$ cat src/hw/rtl/sha1s_pkg.sv
package sha1s_pkg;

    // Initial chaining value
    localparam logic [31:0] INIT_CHAIN [5] = '{
        32'h67452301, 32'hEFCDAB89, 32'h98BADCFE, 32'h10325476, 32'hC3D2E1F0
    };

    // Round constants, one per group of twenty rounds
    localparam logic [31:0] K_R0 = 32'h5A827999;
    localparam logic [31:0] K_R1 = 32'h6ED9EBA1;
    localparam logic [31:0] K_R2 = 32'h8F1BBCDC;
    localparam logic [31:0] K_R3 = 32'hCA62C1D6;

    // Padding marker byte
    localparam logic [7:0] PAD_MARK = 8'h80;

    // Queue between front and core
    localparam int QDEPTH = 4;
    localparam int QPTR_W = $clog2(QDEPTH);
    localparam int QCNT_W = QPTR_W + 1;

    // One classified beat as it travels from front to core
    typedef struct packed {
        logic [7:0] data;
        logic       has_byte;
        logic       last;
    } q_entry_t;

endpackage

$ cat src/hw/rtl/sha1_stream_hasher_unit.sv
// SHA-1 hasher fed one message byte per beat, digest returned as five 32-bit beats,
// most significant word first. A front stage drops beats that carry neither a byte
// nor an end mark and passes the rest through a four-entry queue to the core, so the
// input keeps flowing while the core compresses, until the queue fills. The core
// shifts in one byte per cycle while it is loading and an entry is waiting; each full
// 64-byte block then runs 80 rounds through one shared round unit and then the
// chaining add, during which no bytes are taken. At the end of a message the core
// pads one byte per cycle (up to 72 bytes, with one or two compressions) and then
// presents the five digest beats one per cycle while the output is taken; after the fifth
// beat it is ready for the next message. An item with byte_valid low and end_of_message
// high ends the message without a byte, so the empty message is hashed too.
module sha1_stream_hasher_unit (
    input  logic        clk,
    input  logic        rst_n,
    input  logic        in_valid,
    output logic        in_ready,
    input  logic [7:0]  msg_byte,
    input  logic        byte_valid,
    input  logic        end_of_message,
    output logic        out_valid,
    input  logic        out_ready,
    output logic [31:0] digest_word,
    output logic [2:0]  word_index,
    output logic        final_word
);

    logic                fr_valid;
    logic                fr_ready;
    sha1s_pkg::q_entry_t fr_ent;
    logic                q_valid;
    logic                q_ready;
    sha1s_pkg::q_entry_t q_ent;

    sha1s_front u_front (
        .clk            (clk),
        .rst_n          (rst_n),
        .in_valid       (in_valid),
        .in_ready       (in_ready),
        .msg_byte       (msg_byte),
        .byte_valid     (byte_valid),
        .end_of_message (end_of_message),
        .ent_valid      (fr_valid),
        .ent            (fr_ent),
        .ent_ready      (fr_ready)
    );

    sha1s_queue u_queue (
        .clk        (clk),
        .rst_n      (rst_n),
        .push_valid (fr_valid),
        .push_ready (fr_ready),
        .push_ent   (fr_ent),
        .pop_valid  (q_valid),
        .pop_ready  (q_ready),
        .pop_ent    (q_ent)
    );

    sha1s_core u_core (
        .clk         (clk),
        .rst_n       (rst_n),
        .ent_valid   (q_valid),
        .ent_ready   (q_ready),
        .ent         (q_ent),
        .out_valid   (out_valid),
        .out_ready   (out_ready),
        .digest_word (digest_word),
        .word_index  (word_index),
        .final_word  (final_word)
    );

endmodule

$ cat src/hw/rtl/sha1s_front.sv
module sha1s_front (
    input  logic                clk,
    input  logic                rst_n,
    input  logic                in_valid,
    output logic                in_ready,
    input  logic [7:0]          msg_byte,
    input  logic                byte_valid,
    input  logic                end_of_message,
    output logic                ent_valid,
    output sha1s_pkg::q_entry_t ent,
    input  logic                ent_ready
);

    logic                hold_valid_reg;
    logic                hold_valid_next;
    sha1s_pkg::q_entry_t hold_reg;
    sha1s_pkg::q_entry_t hold_next;
    logic                accept;
    logic                useful;

    // Take a new beat whenever the holding stage is empty or drains this cycle
    assign in_ready = !hold_valid_reg || ent_ready;
    assign accept   = in_valid && in_ready;
    // Drop beats that carry neither a byte nor an end mark
    assign useful   = byte_valid || end_of_message;

    always_comb
    begin
        hold_next       = hold_reg;
        hold_valid_next = hold_valid_reg && !ent_ready;
        if (accept)
        begin
            hold_valid_next    = useful;
            hold_next.data     = msg_byte;
            hold_next.has_byte = byte_valid;
            hold_next.last     = end_of_message;
        end
    end

    // Hold control state
    always_ff @(posedge clk or negedge rst_n)
    begin
        if (!rst_n)
        begin
            hold_valid_reg <= 1'b0;
        end
        else
        begin
            hold_valid_reg <= hold_valid_next;
        end
    end

    // Hold payload
    always_ff @(posedge clk)
    begin
        hold_reg <= hold_next;
    end

    assign ent_valid = hold_valid_reg;
    assign ent       = hold_reg;

endmodule

$ cat src/hw/rtl/sha1s_queue.sv
module sha1s_queue (
    input  logic                clk,
    input  logic                rst_n,
    input  logic                push_valid,
    output logic                push_ready,
    input  sha1s_pkg::q_entry_t push_ent,
    output logic                pop_valid,
    input  logic                pop_ready,
    output sha1s_pkg::q_entry_t pop_ent
);

    sha1s_pkg::q_entry_t             mem [sha1s_pkg::QDEPTH];
    logic [sha1s_pkg::QPTR_W-1:0]    wr_ptr_reg;
    logic [sha1s_pkg::QPTR_W-1:0]    rd_ptr_reg;
    logic [sha1s_pkg::QCNT_W-1:0]    count_reg;
    logic [sha1s_pkg::QCNT_W-1:0]    count_next;
    logic                            do_push;
    logic                            do_pop;

    assign push_ready = (count_reg != sha1s_pkg::QCNT_W'(sha1s_pkg::QDEPTH));
    assign pop_valid  = (count_reg != '0);
    assign do_push    = push_valid && push_ready;
    assign do_pop     = pop_valid && pop_ready;
    assign pop_ent    = mem[rd_ptr_reg];

    always_comb
    begin
        count_next = count_reg;
        if (do_push && !do_pop)
        begin
            count_next = count_reg + 1'b1;
        end
        else if (do_pop && !do_push)
        begin
            count_next = count_reg - 1'b1;
        end
    end

    // Advance pointers and occupancy
    always_ff @(posedge clk or negedge rst_n)
    begin
        if (!rst_n)
        begin
            wr_ptr_reg <= '0;
            rd_ptr_reg <= '0;
            count_reg  <= '0;
        end
        else
        begin
            if (do_push)
            begin
                wr_ptr_reg <= wr_ptr_reg + 1'b1;
            end
            if (do_pop)
            begin
                rd_ptr_reg <= rd_ptr_reg + 1'b1;
            end
            count_reg <= count_next;
        end
    end

    // Store entries
    always_ff @(posedge clk)
    begin
        if (do_push)
        begin
            mem[wr_ptr_reg] <= push_ent;
        end
    end

    a_count_bound: assert property (@(posedge clk) disable iff (!rst_n)
        count_reg <= sha1s_pkg::QCNT_W'(sha1s_pkg::QDEPTH))
        else $error("queue occupancy beyond depth");

endmodule

$ cat src/hw/rtl/sha1s_core.sv
module sha1s_core (
    input  logic                clk,
    input  logic                rst_n,
    input  logic                ent_valid,
    output logic                ent_ready,
    input  sha1s_pkg::q_entry_t ent,
    output logic                out_valid,
    input  logic                out_ready,
    output logic [31:0]         digest_word,
    output logic [2:0]          word_index,
    output logic                final_word
);

    typedef enum logic [4:0] {
        ST_LOAD  = 5'b00001,
        ST_ROUND = 5'b00010,
        ST_ADD   = 5'b00100,
        ST_PAD   = 5'b01000,
        ST_OUT   = 5'b10000
    } core_state_t;

    core_state_t  st_reg, st_next;
    logic [31:0]  chain_reg [5];
    logic [31:0]  chain_next [5];
    logic [31:0]  a_reg, b_reg, c_reg, d_reg, e_reg;
    logic [31:0]  a_next, b_next, c_next, d_next, e_next;
    logic [511:0] win_reg, win_next;
    logic [5:0]   fill_reg, fill_next;
    logic [63:0]  total_reg, total_next;
    logic [63:0]  len_reg, len_next;
    logic [6:0]   rnd_reg, rnd_next;
    logic         pad_reg, pad_next;
    logic         first_reg, first_next;
    logic         lenph_reg, lenph_next;
    logic [2:0]   widx_reg, widx_next;
    logic         out_valid_reg, out_valid_next;
    logic [31:0]  digest_reg, digest_next;
    logic [2:0]   index_reg, index_next;
    logic         final_reg, final_next;

    logic         push_en;
    logic [7:0]   push_byte;
    logic         start_blk;
    logic         out_load;
    logic [63:0]  total_inc;
    logic [63:0]  total_msg;
    logic [31:0]  f_val, k_val, t_val, w_new, w_mix;
    logic [7:0]   len_byte;

    assign total_inc = total_reg + 64'd1;
    assign total_msg = ent.has_byte ? total_inc : total_reg;
    assign out_load  = !out_valid_reg || out_ready;
    assign ent_ready = (st_reg == ST_LOAD);
    assign len_byte  = len_reg[{~fill_reg[2:0], 3'b000} +: 8];

    // Round function and constant by round group
    always_comb
    begin
        case (rnd_reg) inside
            [7'd0:7'd19]:
            begin
                f_val = (b_reg & c_reg) | (~b_reg & d_reg);
                k_val = sha1s_pkg::K_R0;
            end
            [7'd20:7'd39]:
            begin
                f_val = b_reg ^ c_reg ^ d_reg;
                k_val = sha1s_pkg::K_R1;
            end
            [7'd40:7'd59]:
            begin
                f_val = (b_reg & c_reg) | (b_reg & d_reg) | (c_reg & d_reg);
                k_val = sha1s_pkg::K_R2;
            end
            default:
            begin
                f_val = b_reg ^ c_reg ^ d_reg;
                k_val = sha1s_pkg::K_R3;
            end
        endcase
    end

    // Schedule: oldest word sits at the top of the window
    assign w_mix = win_reg[95:64] ^ win_reg[255:224] ^ win_reg[447:416] ^ win_reg[511:480];
    assign w_new = {w_mix[30:0], w_mix[31]};
    assign t_val = {a_reg[26:0], a_reg[31:27]} + f_val + e_reg + k_val + win_reg[511:480];

    // Sequencer
    always_comb
    begin
        st_next        = st_reg;
        chain_next     = chain_reg;
        a_next         = a_reg;
        b_next         = b_reg;
        c_next         = c_reg;
        d_next         = d_reg;
        e_next         = e_reg;
        win_next       = win_reg;
        fill_next      = fill_reg;
        total_next     = total_reg;
        len_next       = len_reg;
        rnd_next       = rnd_reg;
        pad_next       = pad_reg;
        first_next     = first_reg;
        lenph_next     = lenph_reg;
        widx_next      = widx_reg;
        out_valid_next = out_valid_reg && !out_ready;
        digest_next    = digest_reg;
        index_next     = index_reg;
        final_next     = final_reg;
        push_en        = 1'b0;
        push_byte      = 8'h00;
        start_blk      = 1'b0;

        case (st_reg)
            ST_LOAD:
            begin
                if (ent_valid)
                begin
                    if (ent.has_byte)
                    begin
                        push_en    = 1'b1;
                        push_byte  = ent.data;
                        total_next = total_inc;
                    end
                    if (ent.last)
                    begin
                        len_next   = {total_msg[60:0], 3'b000};
                        pad_next   = 1'b1;
                        first_next = 1'b1;
                    end
                    if (ent.has_byte && (fill_reg == 6'd63))
                    begin
                        start_blk = 1'b1;
                    end
                    else if (ent.last)
                    begin
                        st_next = ST_PAD;
                    end
                end
            end
            ST_PAD:
            begin
                push_en    = 1'b1;
                first_next = 1'b0;
                if (first_reg)
                begin
                    push_byte = sha1s_pkg::PAD_MARK;
                end
                else if (lenph_reg || (fill_reg == 6'd56))
                begin
                    push_byte  = len_byte;
                    lenph_next = 1'b1;
                end
                if (fill_reg == 6'd63)
                begin
                    start_blk = 1'b1;
                end
            end
            ST_ROUND:
            begin
                e_next   = d_reg;
                d_next   = c_reg;
                c_next   = {b_reg[1:0], b_reg[31:2]};
                b_next   = a_reg;
                a_next   = t_val;
                win_next = {win_reg[479:0], w_new};
                if (rnd_reg == 7'd79)
                begin
                    rnd_next = '0;
                    st_next  = ST_ADD;
                end
                else
                begin
                    rnd_next = rnd_reg + 1'b1;
                end
            end
            ST_ADD:
            begin
                chain_next[0] = chain_reg[0] + a_reg;
                chain_next[1] = chain_reg[1] + b_reg;
                chain_next[2] = chain_reg[2] + c_reg;
                chain_next[3] = chain_reg[3] + d_reg;
                chain_next[4] = chain_reg[4] + e_reg;
                if (pad_reg && lenph_reg)
                begin
                    st_next = ST_OUT;
                end
                else if (pad_reg)
                begin
                    st_next = ST_PAD;
                end
                else
                begin
                    st_next = ST_LOAD;
                end
            end
            ST_OUT:
            begin
                if (out_load)
                begin
                    out_valid_next = 1'b1;
                    digest_next    = chain_reg[widx_reg];
                    index_next     = widx_reg;
                    final_next     = (widx_reg == 3'd4);
                    widx_next      = widx_reg + 1'b1;
                    if (widx_reg == 3'd4)
                    begin
                        // Return to the start state for the next message
                        chain_next = sha1s_pkg::INIT_CHAIN;
                        total_next = '0;
                        fill_next  = '0;
                        pad_next   = 1'b0;
                        first_next = 1'b0;
                        lenph_next = 1'b0;
                        widx_next  = '0;
                        st_next    = ST_LOAD;
                    end
                end
            end
            default:
            begin
                st_next = ST_LOAD;
            end
        endcase

        // Shift a byte into the block window
        if (push_en)
        begin
            win_next  = {win_reg[503:0], push_byte};
            fill_next = fill_reg + 1'b1;
        end

        // Open a compression with the current chaining value
        if (start_blk)
        begin
            a_next   = chain_reg[0];
            b_next   = chain_reg[1];
            c_next   = chain_reg[2];
            d_next   = chain_reg[3];
            e_next   = chain_reg[4];
            rnd_next = '0;
            st_next  = ST_ROUND;
        end
    end

    // Hold control and chaining state
    always_ff @(posedge clk or negedge rst_n)
    begin
        if (!rst_n)
        begin
            st_reg        <= ST_LOAD;
            chain_reg     <= sha1s_pkg::INIT_CHAIN;
            fill_reg      <= '0;
            total_reg     <= '0;
            rnd_reg       <= '0;
            pad_reg       <= 1'b0;
            first_reg     <= 1'b0;
            lenph_reg     <= 1'b0;
            widx_reg      <= '0;
            out_valid_reg <= 1'b0;
        end
        else
        begin
            st_reg        <= st_next;
            chain_reg     <= chain_next;
            fill_reg      <= fill_next;
            total_reg     <= total_next;
            rnd_reg       <= rnd_next;
            pad_reg       <= pad_next;
            first_reg     <= first_next;
            lenph_reg     <= lenph_next;
            widx_reg      <= widx_next;
            out_valid_reg <= out_valid_next;
        end
    end

    // Hold datapath payload
    always_ff @(posedge clk)
    begin
        a_reg      <= a_next;
        b_reg      <= b_next;
        c_reg      <= c_next;
        d_reg      <= d_next;
        e_reg      <= e_next;
        win_reg    <= win_next;
        len_reg    <= len_next;
        digest_reg <= digest_next;
        index_reg  <= index_next;
        final_reg  <= final_next;
    end

    assign out_valid   = out_valid_reg;
    assign digest_word = digest_reg;
    assign word_index  = index_reg;
    assign final_word  = final_reg;

    a_round_range: assert property (@(posedge clk) disable iff (!rst_n)
        (st_reg == ST_ROUND) |-> (rnd_reg <= 7'd79))
        else $error("round counter past last round");

    a_round_empty: assert property (@(posedge clk) disable iff (!rst_n)
        (st_reg == ST_ROUND) |-> (fill_reg == 6'd0))
        else $error("compression running on a partly filled block");

    a_len_place: assert property (@(posedge clk) disable iff (!rst_n)
        (st_reg == ST_PAD && lenph_reg) |-> (fill_reg[5:3] == 3'b111))
        else $error("length bytes outside the block tail");

    a_msg_reset: assert property (@(posedge clk) disable iff (!rst_n)
        (st_reg == ST_OUT && out_load && widx_reg == 3'd4) |=>
        (st_reg == ST_LOAD && fill_reg == 6'd0 && total_reg == 64'd0 && !pad_reg))
        else $error("message state not cleared after digest");

endmodule
$ cat config.mk
export PLATFORM = sky130hd
export DESIGN_NAME = sha1_stream_hasher_unit
export DESIGN_NICKNAME = d
export VERILOG_FILES = /design/src/hw/rtl/sha1s_pkg.sv /design/src/hw/rtl/sha1_stream_hasher_unit.sv /design/src/hw/rtl/sha1s_front.sv /design/src/hw/rtl/sha1s_queue.sv /design/src/hw/rtl/sha1s_core.sv
export SDC_FILE = /design/constraint.sdc
export NUM_CORES = 2
export LEC_CHECK = 0
export BUFFER_PORTS_ARGS = -buffer_cell sky130_fd_sc_hd__buf_2
export CORE_MARGIN = 1.5
export CORE_UTILIZATION = 60
export DETAILED_ROUTE_END_ITERATION = 10
export HOLD_SLACK_MARGIN = 0.02
export PLACE_DENSITY = 0.76
export SETUP_SLACK_MARGIN = 0.1
export SLEW_MARGIN = 5
export SYNTH_ARGS = -nofsm -noshare
export SYNTH_HDL_FRONTEND = slang
export SYNTH_SLANG_ARGS = --single-unit
$ cat constraint.sdc
create_clock -name clk -period 17.8 [get_ports clk]
set_clock_uncertainty 0.15 [all_clocks]
set_input_delay 0.89 -clock clk [delete_from_list [all_inputs] [get_ports clk]]
set_output_delay 0.89 -clock clk [all_outputs]
set_load 0.05 [all_outputs]
==> impl_metrics.env <==
export IMPL_dieArea_um2=101000
export IMPL_slowest_delay_ns=0.68
export IMPL_synthMostInstantiatedCell="nand2_1"
export IMPL_clk_latency_ns=0.75
export IMPL_post_cts_buffers=0
export IMPL_via_per_inst=6.00
export IMPL_top_layer="met5"
export IMPL_final_seq_area_um2=31100
export IMPL_grt_max_degree=241
export IMPL_fp_row_count=115
export IMPL_ys_ff_latch=1073
export IMPL_synth_edf_count=819
export IMPL_drt_iter0_markers=4704
export IMPL_max_cap_violations=0
export IMPL_synth_ff_type="edfxtp_1"
export IMPL_wl_met2_um=72000
export IMPL_hold_path_class="primary input to flip-flop"
export IMPL_path_clk_slew_ns=0.06
export IMPL_start_kind="flip-flop"
export IMPL_area_growth_syn_to_layout_pct=8.32
export IMPL_io_buffers=51
export IMPL_synth_simple_area_share_pct=18.3
export IMPL_multi_input_area_um2=26700
export IMPL_status="finished clean"
export IMPL_wirelength_um=152000
export IMPL_clkPwrFrac_pct=20.6
export IMPL_dr_wl_met3_um=11100
export IMPL_crit_path_end_kind="flip-flop"
export IMPL_largest_register_ffs=512
export IMPL_period_share_pct=43.4
export IMPL_grt_pass1_wl_um=238000
export IMPL_gp_congestion=0.941
export IMPL_async_flop_share_pct=23.7
export IMPL_ios=52
export IMPL_cts_made_buffers=114
export IMPL_antenna_found_initial=4
export IMPL_synth_area_um2=59700
export IMPL_p_sw_uw=4420
export IMPL_synth_top_area_share_pct=41.2
export IMPL_fmax_mhz=129
export IMPL_synth_mux_area_share_pct=2.37
export IMPL_worst_path_max_fanout=34
export IMPL_worst_hold_slack_ns=0.172
export IMPL_core_area_um2=98400
export IMPL_wl_met1_um=61700
export IMPL_syn_avg_cell_area_um2=9.92
export IMPL_period_needed_ns=7.72
export IMPL_slew_violations=0
export IMPL_initial_utilization_pct=60.7
export IMPL_synth_xor_area_share_pct=4.70
export IMPL_drc_errors=0
export IMPL_cellLeakagePower_uw=0.0274
export IMPL_cts_max_level=3
export IMPL_yosysSeqAreaShare_pct=52.0
export IMPL_comb_power_share_pct=37.7
export IMPL_tns_ns=0
export IMPL_clock_sinks=1073
export IMPL_internal_power_uw=7030
export IMPL_arrival_ns=8.01
export IMPL_drtPass1Iterations=8
export IMPL_drive_gt1_share_pct=7.74
export IMPL_root_buffer="clkbuf_16"
export IMPL_max_slew_margin_pct=23.5
export IMPL_grt_usage_pct=30.1
export IMPL_synthCells=6015
export IMPL_grt_overflow_total=0
export IMPL_tightest_slew_ns=1.14
export IMPL_finalHoldViolCount=0
export IMPL_wire_per_inst_um=20.7
export IMPL_synthTopCellsByCount="nand2_1 (2095), edfxtp_1 (819), o21ai_0 (383)"
export IMPL_synth_compound_area_share_pct=10.2
export IMPL_fillers=7717
export IMPL_rsz0062_at_grt="false"
export IMPL_ant_nets=0
export IMPL_synth_top_family_by_area="simple AND/OR/NAND/NOR gates"
export IMPL_pwr_share_seq_pct=41.7
export IMPL_dieHeight_um=318
export IMPL_crit_top_cell="inv_1"
export IMPL_cpMaxStageDelayCell="nor3_1"
export IMPL_grt_pass1_vias=42200
export IMPL_synth_nets=6387
export IMPL_setup_viol=0
export IMPL_synth_cell_types=98
export IMPL_die_w_um=318
export IMPL_cp_required_ns=18.09
export IMPL_synthTopCellsByArea="edfxtp_1 (41%), nand2_1 (13%), dfrtp_1 (7.3%), ha_1 (4.9%), fa_1 (4.2%)"
export IMPL_p_per_area_nw_per_um2=177
export IMPL_yosys_warnings=0
export IMPL_cts_tree="yes"
export IMPL_crit_type="flip-flop to flip-flop"
export IMPL_nNetsFinal=6329
export IMPL_dr_total_vias=44100
export IMPL_synth_top_area_cell="edfxtp_1"
export IMPL_hpwl_um=102000
export IMPL_p_sw_share_pct=38.6
export IMPL_synthAdderAreaFrac_pct=9.08
export IMPL_clk_path_buf_depth=3
export IMPL_peakVddDrop_uv=279
## path summary, 6_finish.rpt
path / endpoint / slack [ns] / depth (start not counted) / from
hold / removal: u_front.ent[7] / 0.17 / 1 / msg_byte[5]
hold reg to reg: u_core.fill_reg[5] / 0.34 / 1 / u_core.fill_reg[5]
min in group asynchronous: u_core.chain_reg[0] / 0.62 / 2 / rst_n
setup / recovery: u_core.a_reg[31] / 10.08 / 28 / u_core.rnd_reg[0]
setup reg to reg: u_core.a_reg[31] / 10.08 / 28 / u_core.rnd_reg[0]
max in group asynchronous: u_core.chain_reg[47] / 14.75 / 4 / rst_n
## final cells by class
type,instances,area share [%]
inverter,249,1.45
clock buffer,146,4.68
timing repair buffer,97,1.01
clock inverter,71,1.05
sequential,1073,48.0
antenna,2,0.00774
tap,1287,2.49
multi-input combinational,4422,41.3
## routing by layer
metal  vias up  GRT usage, %
li1      20500             -
met1     21400          40.5
met2      1722          48.5
met3       395          4.71
met4         2          13.4
met5         -             0
## logic make-up (layout without fill, tap and decap cells)
logic type,after synthesis,count (layout)
adder cells (fa/ha/maj),358,358
XOR/XNOR,320,320
AND/OR/NAND/NOR,2690,2690
buffers and inverters,520,563
AO/OA/AOI/OAI,982,982
flip-flops,1073,1073
other,0,2
multiplexers,72,72
## power by group through the flow
stage	registers, uW	clock network (uW)	logic (uW)
2_1_floorplan	4950	0	3310
3_3_place_gp	4780	0	4170
3_5_place_dp	4800	0	4270
4_1_cts	4760	2390	4310
5_1_grt	4860	2480	4900
6_report	4770	2360	4320
## worst max-delay path, delay by kind of cell (launching register included)
family,cells,cell delay [ns]
AOI/OAI and AO/OA,9,2.09
xor gates and xnor gates,1,0.14
adders and majority gates,6,2.08
DFF,1,0.40
buffers and inverters,7,1.21
and+or+nand+nor,5,1.33
## cells in the final DEF (no fill, tap or decap), types with 13 or more instances in the layout
master	instances
nand2_1	2091
edfxtp_1	819
o21ai_0	383
inv_1	245
ha_1	233
a21oi_1	224
nor2_1	208
xnor2_1	208
dfrtp_1	171
fa_1	125
clkbuf_16	114
xor2_1	112
nand3_1	103
a21o_1	85
dfstp_2	81
mux4_2	55
nor3_1	52
and3_1	50
buf_2	50
nor2b_1	43
buf_4	42
o31ai_1	39
a31oi_1	33
nand2b_1	30
clkinv_2	30
clkbuf_1	27
nand4_1	23
o21bai_1	23
o21a_1	23
clkinv_1	22
o32ai_1	22
and2_1	21
o211ai_1	18
a211oi_1	17
or3_1	13
## timing repair
item,CTS,global route
resized for setup,0,0
hold buffers,1,0
endpoints found under the hold margin,4,0
## metrics by stage
step / total power, uW / util [%] / cells / setup WS, ns / cell area (um2)
3_3_place_gp: 8940 / 61.9 / 7127 / 10.35 / 60900
5_1_grt: 12200 / 65.7 / 7345 / 9.68 / 64700
3_5_place_dp: 9070 / 61.9 / 7127 / 10.23 / 60900
6_report: 11500 / 65.7 / 7347 / 10.08 / 64700
2_1_floorplan: 8260 / - / 6015 / 3.56 / 59700
4_1_cts: 11500 / 65.7 / 7345 / 10.19 / 64700
Power figures use the tool's default switching activity.
